## src/pjs_pkg.sv

```systemverilog
// Package with the shared constants and types of the priority job scheduler.
package pjs_pkg;

    // Number of job cells in the insertion chain.
    localparam int MAX_JOBS = 16;

    // Field widths.
    localparam int ID_W    = 16;
    localparam int BURST_W = 16;
    localparam int PRIO_W  = 8;
    localparam int TICK_W  = 20;
    localparam int CNT_W   = $clog2(MAX_JOBS + 1);

    // One job as it is held in a cell.
    typedef struct packed {
        logic [ID_W-1:0]    id;
        logic [BURST_W-1:0] burst;
        logic [PRIO_W-1:0]  prio;
    } t_job;

    // Cell contents with their valid flag.
    typedef struct packed {
        logic valid;
        t_job job;
    } t_entry;

    // Chain-wide control broadcast to every cell.
    typedef struct packed {
        logic load;
        logic pop;
    } t_cell_ctl;

endpackage

```

## src/pjs_if.sv

```systemverilog
// Interfaces for the job input channel and the schedule output channel.
interface pjs_job_if;
    import pjs_pkg::*;

    logic               valid;
    logic               ready;
    logic [ID_W-1:0]    job_id;
    logic [BURST_W-1:0] burst_length;
    logic [PRIO_W-1:0]  job_priority;
    logic               batch_last;

    modport source (output valid, job_id, burst_length, job_priority, batch_last,
                    input ready);
    modport sink   (input valid, job_id, burst_length, job_priority, batch_last,
                    output ready);
endinterface

interface pjs_sched_if;
    import pjs_pkg::*;

    logic               valid;
    logic               ready;
    logic [ID_W-1:0]    out_id;
    logic [BURST_W-1:0] out_burst;
    logic [PRIO_W-1:0]  out_priority;
    logic [TICK_W-1:0]  start_tick;
    logic [TICK_W-1:0]  end_tick;
    logic [TICK_W-1:0]  wait_ticks;
    logic [TICK_W-1:0]  turnaround_ticks;
    logic               schedule_last;

    modport source (output valid, out_id, out_burst, out_priority, start_tick, end_tick,
                    wait_ticks, turnaround_ticks, schedule_last,
                    input ready);
    modport sink   (input valid, out_id, out_burst, out_priority, start_tick, end_tick,
                    wait_ticks, turnaround_ticks, schedule_last,
                    output ready);
endinterface

```

## src/pjs_cell.sv

```systemverilog
// One cell of the sorted insertion chain: holds a job and trades it with its neighbors.
module pjs_cell (
    input  logic               i_clk,
    input  logic               i_rst_n,
    input  pjs_pkg::t_cell_ctl i_ctl,
    input  pjs_pkg::t_job      i_new,
    input  logic               i_left_disp,
    input  pjs_pkg::t_entry    i_left,
    input  pjs_pkg::t_entry    i_right,
    output pjs_pkg::t_entry    o_entry,
    output logic               o_disp
);
    import pjs_pkg::*;

    logic r_valid;
    t_job r_job;
    logic n_valid;
    t_job n_job;

    // The new job goes in front of an empty cell or a strictly larger priority,
    // so equal priorities keep their load order.
    assign o_disp = !r_valid || (i_new.prio < r_job.prio);

    // Load shifts right from the insertion point; pop shifts everything left.
    always_comb begin
        n_valid = r_valid;
        n_job   = r_job;
        if (i_ctl.pop) begin
            n_valid = i_right.valid;
            n_job   = i_right.job;
        end else if (i_ctl.load) begin
            if (i_left_disp) begin
                n_valid = i_left.valid;
                n_job   = i_left.job;
            end else if (o_disp) begin
                n_valid = 1'b1;
                n_job   = i_new;
            end
        end
    end

    // Valid flag is control state; the job payload needs no reset.
    always_ff @(posedge i_clk) begin
        if (!i_rst_n) begin
            r_valid <= 1'b0;
        end else begin
            r_valid <= n_valid;
        end
    end

    always_ff @(posedge i_clk) begin
        r_job <= n_job;
    end

    assign o_entry.valid = r_valid;
    assign o_entry.job   = r_job;

endmodule

```

## src/priority_job_scheduler.sv

```systemverilog
// Top level of the non-preemptive priority job scheduler.
//
//  Channel   Direction  Beat contents
//  i_job     in         job_id, burst_length, job_priority, batch_last
//  o_sched   out        out_id, out_burst, out_priority, start/end/wait/turnaround, last
//
// While loading, the input is always ready: each accepted job beat drops into its
// sorted place in a chain of MAX_JOBS cells in the cycle it is accepted, or is
// dropped if the chain is full. After the beat marked batch_last, the input is
// held off while the chain shifts the schedule out of its head cell, one job per
// cycle the output takes; once the head cell is empty, the block returns to
// loading.
// The output register lets the input accept beats while a result still waits.
// Reset (synchronous, active low) empties the chain and clears the tick clock.
module priority_job_scheduler (
    input  logic        i_clk,
    input  logic        i_rst_n,
    pjs_job_if.sink     i_job,
    pjs_sched_if.source o_sched
);
    import pjs_pkg::*;

    localparam logic ST_LOAD = 1'b0;
    localparam logic ST_EMIT = 1'b1;

    logic                r_state;
    logic [CNT_W-1:0]    r_count;
    logic [TICK_W-1:0]   r_clock;
    logic                r_out_valid;
    t_job                r_out_job;
    logic [TICK_W-1:0]   r_out_start;
    logic [TICK_W-1:0]   r_out_end;
    logic                r_out_last;

    t_entry              w_entry [MAX_JOBS];
    logic                w_disp  [MAX_JOBS];
    t_cell_ctl           w_ctl;
    t_job                w_new;
    logic                w_full;
    logic                w_accept;
    logic                w_pop;
    logic [TICK_W:0]     w_sum;
    logic [TICK_W-1:0]   w_end;

    // Input handshake: jobs are taken only while loading.
    assign i_job.ready = (r_state == ST_LOAD);
    assign w_accept    = i_job.valid && i_job.ready;
    assign w_full      = (r_count == CNT_W'(MAX_JOBS));

    assign w_new.id    = i_job.job_id;
    assign w_new.burst = i_job.burst_length;
    assign w_new.prio  = i_job.job_priority;

    // While emitting, pop a valid head cell whenever the output register is free to take it.
    assign w_pop     = (r_state == ST_EMIT) && w_entry[0].valid
                       && (!r_out_valid || o_sched.ready);
    assign w_ctl.load = w_accept && !w_full;
    assign w_ctl.pop  = w_pop;

    // Chain of cells, head at index zero.
    for (genvar i = 0; i < MAX_JOBS; i++) begin : g_cell
        t_entry w_left;
        t_entry w_right;
        logic   w_left_disp;

        if (i == 0) begin : g_head
            assign w_left      = '0;
            assign w_left_disp = 1'b0;
        end else begin : g_body
            assign w_left      = w_entry[i-1];
            assign w_left_disp = w_disp[i-1];
        end

        if (i == MAX_JOBS - 1) begin : g_tail
            assign w_right = '0;
        end else begin : g_inner
            assign w_right = w_entry[i+1];
        end

        pjs_cell u_cell (
            .i_clk       (i_clk),
            .i_rst_n     (i_rst_n),
            .i_ctl       (w_ctl),
            .i_new       (w_new),
            .i_left_disp (w_left_disp),
            .i_left      (w_left),
            .i_right     (w_right),
            .o_entry     (w_entry[i]),
            .o_disp      (w_disp[i])
        );
    end

    // Finish time of the head job, saturating at the top of the tick range.
    assign w_sum = (TICK_W+1)'(r_clock) + (TICK_W+1)'(w_entry[0].job.burst);
    assign w_end = w_sum[TICK_W] ? {TICK_W{1'b1}} : w_sum[TICK_W-1:0];

    // Sequencer, job count and running tick clock.
    always_ff @(posedge i_clk) begin
        if (!i_rst_n) begin
            r_state <= ST_LOAD;
            r_count <= '0;
            r_clock <= '0;
        end else begin
            unique case (r_state)
                ST_LOAD: begin
                    if (w_accept) begin
                        if (i_job.batch_last) begin
                            r_state <= ST_EMIT;
                            r_count <= '0;
                            r_clock <= '0;
                        end else if (!w_full) begin
                            r_count <= r_count + CNT_W'(1);
                        end
                    end
                end
                ST_EMIT: begin
                    if (!w_entry[0].valid) begin
                        r_state <= ST_LOAD;
                    end else if (w_pop) begin
                        r_clock <= w_end;
                    end
                end
                default: begin
                    r_state <= ST_LOAD;
                end
            endcase
        end
    end

    // Output register valid flag.
    always_ff @(posedge i_clk) begin
        if (!i_rst_n) begin
            r_out_valid <= 1'b0;
        end else if (w_pop) begin
            r_out_valid <= 1'b1;
        end else if (o_sched.ready) begin
            r_out_valid <= 1'b0;
        end
    end

    // Output register payload.
    always_ff @(posedge i_clk) begin
        if (w_pop) begin
            r_out_job   <= w_entry[0].job;
            r_out_start <= r_clock;
            r_out_end   <= w_end;
            r_out_last  <= !w_entry[1].valid;
        end
    end

    assign o_sched.valid            = r_out_valid;
    assign o_sched.out_id           = r_out_job.id;
    assign o_sched.out_burst        = r_out_job.burst;
    assign o_sched.out_priority     = r_out_job.prio;
    assign o_sched.start_tick       = r_out_start;
    assign o_sched.end_tick         = r_out_end;
    assign o_sched.wait_ticks       = r_out_start;
    assign o_sched.turnaround_ticks = r_out_end;
    assign o_sched.schedule_last    = r_out_last;

    // The chain stays packed at the head and sorted by priority.
    for (genvar k = 1; k < MAX_JOBS; k++) begin : g_chk
        a_sorted: assert property (@(posedge i_clk) disable iff (!i_rst_n)
            w_entry[k].valid |-> (w_entry[k-1].valid
                && (w_entry[k-1].job.prio <= w_entry[k].job.prio)))
            else $error("insertion chain lost its order");
    end

    // The job count never passes the number of cells.
    a_count: assert property (@(posedge i_clk) disable iff (!i_rst_n)
        r_count <= CNT_W'(MAX_JOBS))
        else $error("job count beyond capacity");

    // A job never finishes before it starts.
    a_ticks: assert property (@(posedge i_clk) disable iff (!i_rst_n)
        r_out_valid |-> (r_out_end >= r_out_start))
        else $error("end tick before start tick");

    // Popping the final job empties the chain.
    a_drain: assert property (@(posedge i_clk) disable iff (!i_rst_n)
        (w_pop && !w_entry[1].valid) |=> !w_entry[0].valid)
        else $error("chain not empty after final job");

endmodule
```

## src/flat_wrapper.sv

```systemverilog
// flat-port wrapper written by rule: the top's interface ports become plain ports
module priority_job_scheduler_flat import pjs_pkg::*;
  (i_clk, i_rst_n, i_job_valid, i_job_job_id, i_job_burst_length, i_job_job_priority, i_job_batch_last, i_job_ready, o_sched_valid, o_sched_out_id, o_sched_out_burst, o_sched_out_priority, o_sched_start_tick, o_sched_end_tick, o_sched_wait_ticks, o_sched_turnaround_ticks, o_sched_schedule_last, o_sched_ready);
  pjs_job_if i_job_i ();
  pjs_sched_if o_sched_i ();
  input  logic i_clk;
  input  logic i_rst_n;
  input wire logic [$bits(i_job_i.valid)-1:0] i_job_valid;
  input wire logic [$bits(i_job_i.job_id)-1:0] i_job_job_id;
  input wire logic [$bits(i_job_i.burst_length)-1:0] i_job_burst_length;
  input wire logic [$bits(i_job_i.job_priority)-1:0] i_job_job_priority;
  input wire logic [$bits(i_job_i.batch_last)-1:0] i_job_batch_last;
  output wire logic [$bits(i_job_i.ready)-1:0] i_job_ready;
  output wire logic [$bits(o_sched_i.valid)-1:0] o_sched_valid;
  output wire logic [$bits(o_sched_i.out_id)-1:0] o_sched_out_id;
  output wire logic [$bits(o_sched_i.out_burst)-1:0] o_sched_out_burst;
  output wire logic [$bits(o_sched_i.out_priority)-1:0] o_sched_out_priority;
  output wire logic [$bits(o_sched_i.start_tick)-1:0] o_sched_start_tick;
  output wire logic [$bits(o_sched_i.end_tick)-1:0] o_sched_end_tick;
  output wire logic [$bits(o_sched_i.wait_ticks)-1:0] o_sched_wait_ticks;
  output wire logic [$bits(o_sched_i.turnaround_ticks)-1:0] o_sched_turnaround_ticks;
  output wire logic [$bits(o_sched_i.schedule_last)-1:0] o_sched_schedule_last;
  input wire logic [$bits(o_sched_i.ready)-1:0] o_sched_ready;
  assign i_job_i.valid = i_job_valid;
  assign i_job_i.job_id = i_job_job_id;
  assign i_job_i.burst_length = i_job_burst_length;
  assign i_job_i.job_priority = i_job_job_priority;
  assign i_job_i.batch_last = i_job_batch_last;
  assign i_job_ready = i_job_i.ready;
  assign o_sched_valid = o_sched_i.valid;
  assign o_sched_out_id = o_sched_i.out_id;
  assign o_sched_out_burst = o_sched_i.out_burst;
  assign o_sched_out_priority = o_sched_i.out_priority;
  assign o_sched_start_tick = o_sched_i.start_tick;
  assign o_sched_end_tick = o_sched_i.end_tick;
  assign o_sched_wait_ticks = o_sched_i.wait_ticks;
  assign o_sched_turnaround_ticks = o_sched_i.turnaround_ticks;
  assign o_sched_schedule_last = o_sched_i.schedule_last;
  assign o_sched_i.ready = o_sched_ready;
  priority_job_scheduler u_core (.i_clk(i_clk), .i_rst_n(i_rst_n), .i_job(i_job_i), .o_sched(o_sched_i));
endmodule
```

## config.mk

```make
export PLATFORM = sky130hd
export DESIGN_NAME = priority_job_scheduler_flat
export DESIGN_NICKNAME = d
export VERILOG_FILES = /design/src/pjs_pkg.sv /design/src/pjs_if.sv /design/src/pjs_cell.sv /design/src/priority_job_scheduler.sv /design/src/flat_wrapper.sv
export SDC_FILE = /design/constraint.sdc
export NUM_CORES = 2
export LEC_CHECK = 0
export BUFFER_PORTS_ARGS = -buffer_cell sky130_fd_sc_hd__buf_2
export CAP_MARGIN = 20
export CORE_MARGIN = 2
export CORE_UTILIZATION = 50
export CTS_CLUSTER_SIZE = 30
export DETAILED_ROUTE_END_ITERATION = 10
export MAX_ROUTING_LAYER = met4
export PLACE_DENSITY = 0.64
export REMOVE_ABC_BUFFERS = 1
export SLEW_MARGIN = 20
export SYNTH_ARGS = -nofsm -noshare
export SYNTH_HDL_FRONTEND = slang
export SYNTH_SLANG_ARGS = --single-unit
```

## constraint.sdc

```tcl
create_clock -name i_clk -period 12.9 [get_ports i_clk]
set_input_delay 2.58 -clock i_clk [delete_from_list [all_inputs] [get_ports i_clk]]
set_output_delay 2.58 -clock i_clk [all_outputs]
set_load 0.01 [all_outputs]
```

==> flow_metrics.tcl <==
set metrics [dict create \
    status "complete, no violations" \
    cts-root-buf "clkbuf_16" \
    min_path_type "register to register" \
    grt_use_total_pct 26.6 \
    rsz0062_at_grt "no" \
    tightest_slew_ps 1250 \
    netlist_instances 3832 \
    cp_slowest_stage_delay_ps 670 \
    place_hpwl_um 61500 \
    yosysWarnings 0 \
    ys_ff_latch 764 \
    vias 30090 \
    seq_power_share_pct 49.5 \
    p_leak_nw 16.6 \
    ff2ff_setup_slack_ps 8670 \
    dieArea_mm2 0.0821 \
    clk_path_buf_depth 3 \
    synth_edf_count 681 \
    ff2ff_path_depth 7 \
    ir_drop_v 0.0000936 \
    startpoint "i_job_job_priority[6]" \
    area_growth_pct 9.79 \
    synth_top_area_share_pct 51.2 \
    yosysTopAreaCell "edfxtp_1" \
    whs_ps 443 \
    fin_crit_sh_pct 46.6 \
    crit_chain "buf_2 -> ha_1 -> o21a_1 -> o21ai_0 -> nor2_1 -> a21oi_4 -> buf_4 -> nor2b_1 -> o21ai_4 -> buf_4" \
    clock.fmax_mhz 166 \
    cts_resized 0 \
    critical_path_required_ps 13180 \
    fin_ws_ps 6890 \
    overflow 0 \
    synth_area_mm2 0.0399 \
    die_h_um 287 \
    dp_cells 4729 \
    relSlewSlack_pct 17.0 \
    wl_um 108000 \
    avgSynthCellArea_um2 10.4 \
    tns_ps 0 \
    setup_violations 0 \
    grt_max_degree 245 \
    ctsHoldBuffers 0 \
    met3WireLength_um 8930 \
    cts.htree.levels 3 \
    startpoint_type "input pin" \
    place_area_mm2 0.0411 \
    antenna_found_initial 5 \
    fillerInstances 6927 \
    p_sw_share_pct 26.5 \
    wl_met2_um 49400 \
    nets 3941 \
    synthArstFlopShare_pct 0 \
    top_layer "met4" \
    layout_min_cycle_time_ps 6010 \
    cts_tree "yes" \
    drt_first_pass_iters 6 \
    grt_pass1_vias 28272 \
    crit_buf_inv 3 \
    drive_above_1_share_pct 10.1 \
    internal-power_mw 4.73 \
    ios 168 \
    pwr-share-clk_pct 37.6 \
    r2r_end "u_core.g_cell[13].u_cell.o_entry[18]" \
    crit_cells 10 \
    power_frac_comb_pct 12.9 \
    fin_area_mm2 0.0438 \
    first_iter_violations 3221 \
    cts_made_buffers 83 \
    worstReg2RegStart "u_core.g_cell[0].u_cell.r_valid" \
    core_mm2 0.0790 \
    drt-vias-per-instance 6.15 \
    synth_cell_types 65 \
    drcViolationCount 0 \
    p_switching_mw 1.70 \
    worst_path_max_delay_cell "buf_4" \
    skew_ps 19.4 \
    drv_slew 0 \
    synth.yosys.seq_area_share_pct 55.4 \
    clk_latency_ps 640 \
    grt_pass1_wl_um 167000 \
    rows 103 \
    synth_top_flop_cell "edfxtp_1" \
    wl_per_cell_um 22.1 \
    wl_met1_um 47400 \
    dp_slack_ps 6280 \
    crit_fanout 33 \
    powerDensity_mw_per_mm2 147 \
    drtAntennaViolNets 0 \
    post_cts_buffers 0 \
    die_x_um 287 \
    power_mw 6.44 \
    worst-setup-path-type "input pin to register" \
    endpoint "u_core.g_cell[13].u_cell.o_entry[0]" \
    crit_top_cell "buf_4" \
    initial_utilization_pct 50.5 \
    arrival_ps 6300 \
    fin_util_pct 55.5 \
    portBuffers 167 \
    drv_cap 0 \
    cts_sinks 764 \
    routabilityCongestion 0.822 \
    cpLargestDelayFamily "buffers and inverters" \
    crit_path_end_kind "register" \
    clkSlewWorstSetupHoldPaths_ps 60 \
    hold_viol 0 \
    instances_no_fill 4889 \
    ys_top_cells_by_area "edfxtp_1 51%, nand2_1 6.0%, o211ai_1 5.7%, nand3_1 5.1%, mux2i_1 5.1%" \
]
[power by group through the flow]
| stage | Clock (mW) | Sequential [mW] | Combinational (mW) |
|---|---|---|---|
| 2_1_floorplan | 0 | 3.19 | 0.585 |
| 3_3_place_gp | 0 | 3.23 | 0.801 |
| 3_5_place_dp | 0 | 3.23 | 0.823 |
| 4_1_cts | 2.46 | 3.18 | 0.826 |
| 5_1_grt | 2.56 | 3.22 | 0.926 |
| 6_report | 2.42 | 3.19 | 0.830 |
[per-layer routing]
layer | vias up | track usage [%]
met4 | 0 | 7.05
met5 | - | -
met3 | 147 | 4.75
met2 | 1178 | 40.2
li1 | 14106 | -
met1 | 14659 | 37.2
[flip-flops by register name, summed over array words and instances, names as in the netlist, 5 cells and up]
signal,count
u_core.g_cell.u_cell.o_entry,640
u_core.r_count,5
u_core.o_sched.start_tick,20
u_core.o_sched.end_tick,20
u_core.g_cell.u_cell.r_valid,16
u_core.o_sched.out_priority,8
u_core.o_sched.out_burst,16
u_core.o_sched.out_id,16
u_core.r_clock,20
[how the worst min path moves through the flow]
stage | from | to | slack [ps] | depth (start not counted)
after detailed placement | u_core.g_cell[0].u_cell.o_entry[31] | u_core.o_sched.out_id[7] | 440 | 0
final | u_core.g_cell[0].u_cell.o_entry[29] | u_core.o_sched.out_id[5] | 440 | 0
after global routing | u_core.g_cell[0].u_cell.o_entry[29] | u_core.o_sched.out_id[5] | 450 | 0
after global placement | u_core.g_cell[0].u_cell.o_entry[29] | u_core.o_sched.out_id[5] | 430 | 0
after floorplan | u_core.g_cell[0].u_cell.o_entry[24] | u_core.o_sched.out_id[0] | 430 | 0
after CTS | u_core.g_cell[0].u_cell.o_entry[29] | u_core.o_sched.out_id[5] | 440 | 0
[cells in the mapped netlist, types with 9 or more instances]
cell and n:
a211oi_1 62, buf_4 40, nand2_1 643, nand2b_1 23, o221ai_1 65, nand3_1 410
nor3_1 127, dfxtp_1 83, ha_1 130, a22o_1 14, xor2_1 9, edfxtp_1 681
o21ai_1 38, nor2_1 114, a21oi_1 79, buf_2 45, mux2i_1 203, o211ai_1 304
clkbuf_1 256, buf_1 16, a311oi_1 11, inv_1 124, a21o_1 30, o21ai_0 216
[cells by family (layout without fill, tap and decap cells)]
group / Yosys count / after routing / synth area share [%]
AND/OR/NAND/NOR: 1350 / 1350 / 14.8
AO/OA/AOI/OAI: 875 / 875 / 14.9
flip-flops: 764 / 764 / 55.4
buffers and inverters: 491 / 494 / 5.26
multiplexers: 204 / 204 / 5.12
adder cells (fa/ha/maj): 131 / 131 / 4.12
XOR/XNOR: 17 / 17 / 0.373
other: 0 / 4 / 0
[cells in the final DEF (no fill, tap or decap), drive strengths merged, types with 14 or more instances in the layout]
master and n:
a21oi 82, clkinv 25, o21ai 254, ha 130
nor3 127, nand2b 23, buf 214, a22o 14
nand3 410, inv 127, dfxtp 83, a211oi 63
mux2i 203, clkbuf 119, nor2 115, nand2 643
a21o 30, edfxtp 681, o221ai 66, o211ai 312
[area by class of cell]
class	count	area [um2]	area share [%]
multi-input combinational	2577	15900	36.3
tap	1050	1310	3.00
inverter	125	477	1.09
antenna	4	10.0	0.0228
clock buffer	119	2330	5.33
timing repair buffer	214	1260	2.88
clock inverter	36	390	0.891
sequential	764	22100	50.4
Note: power is estimated with default switching activity, not from simulation.
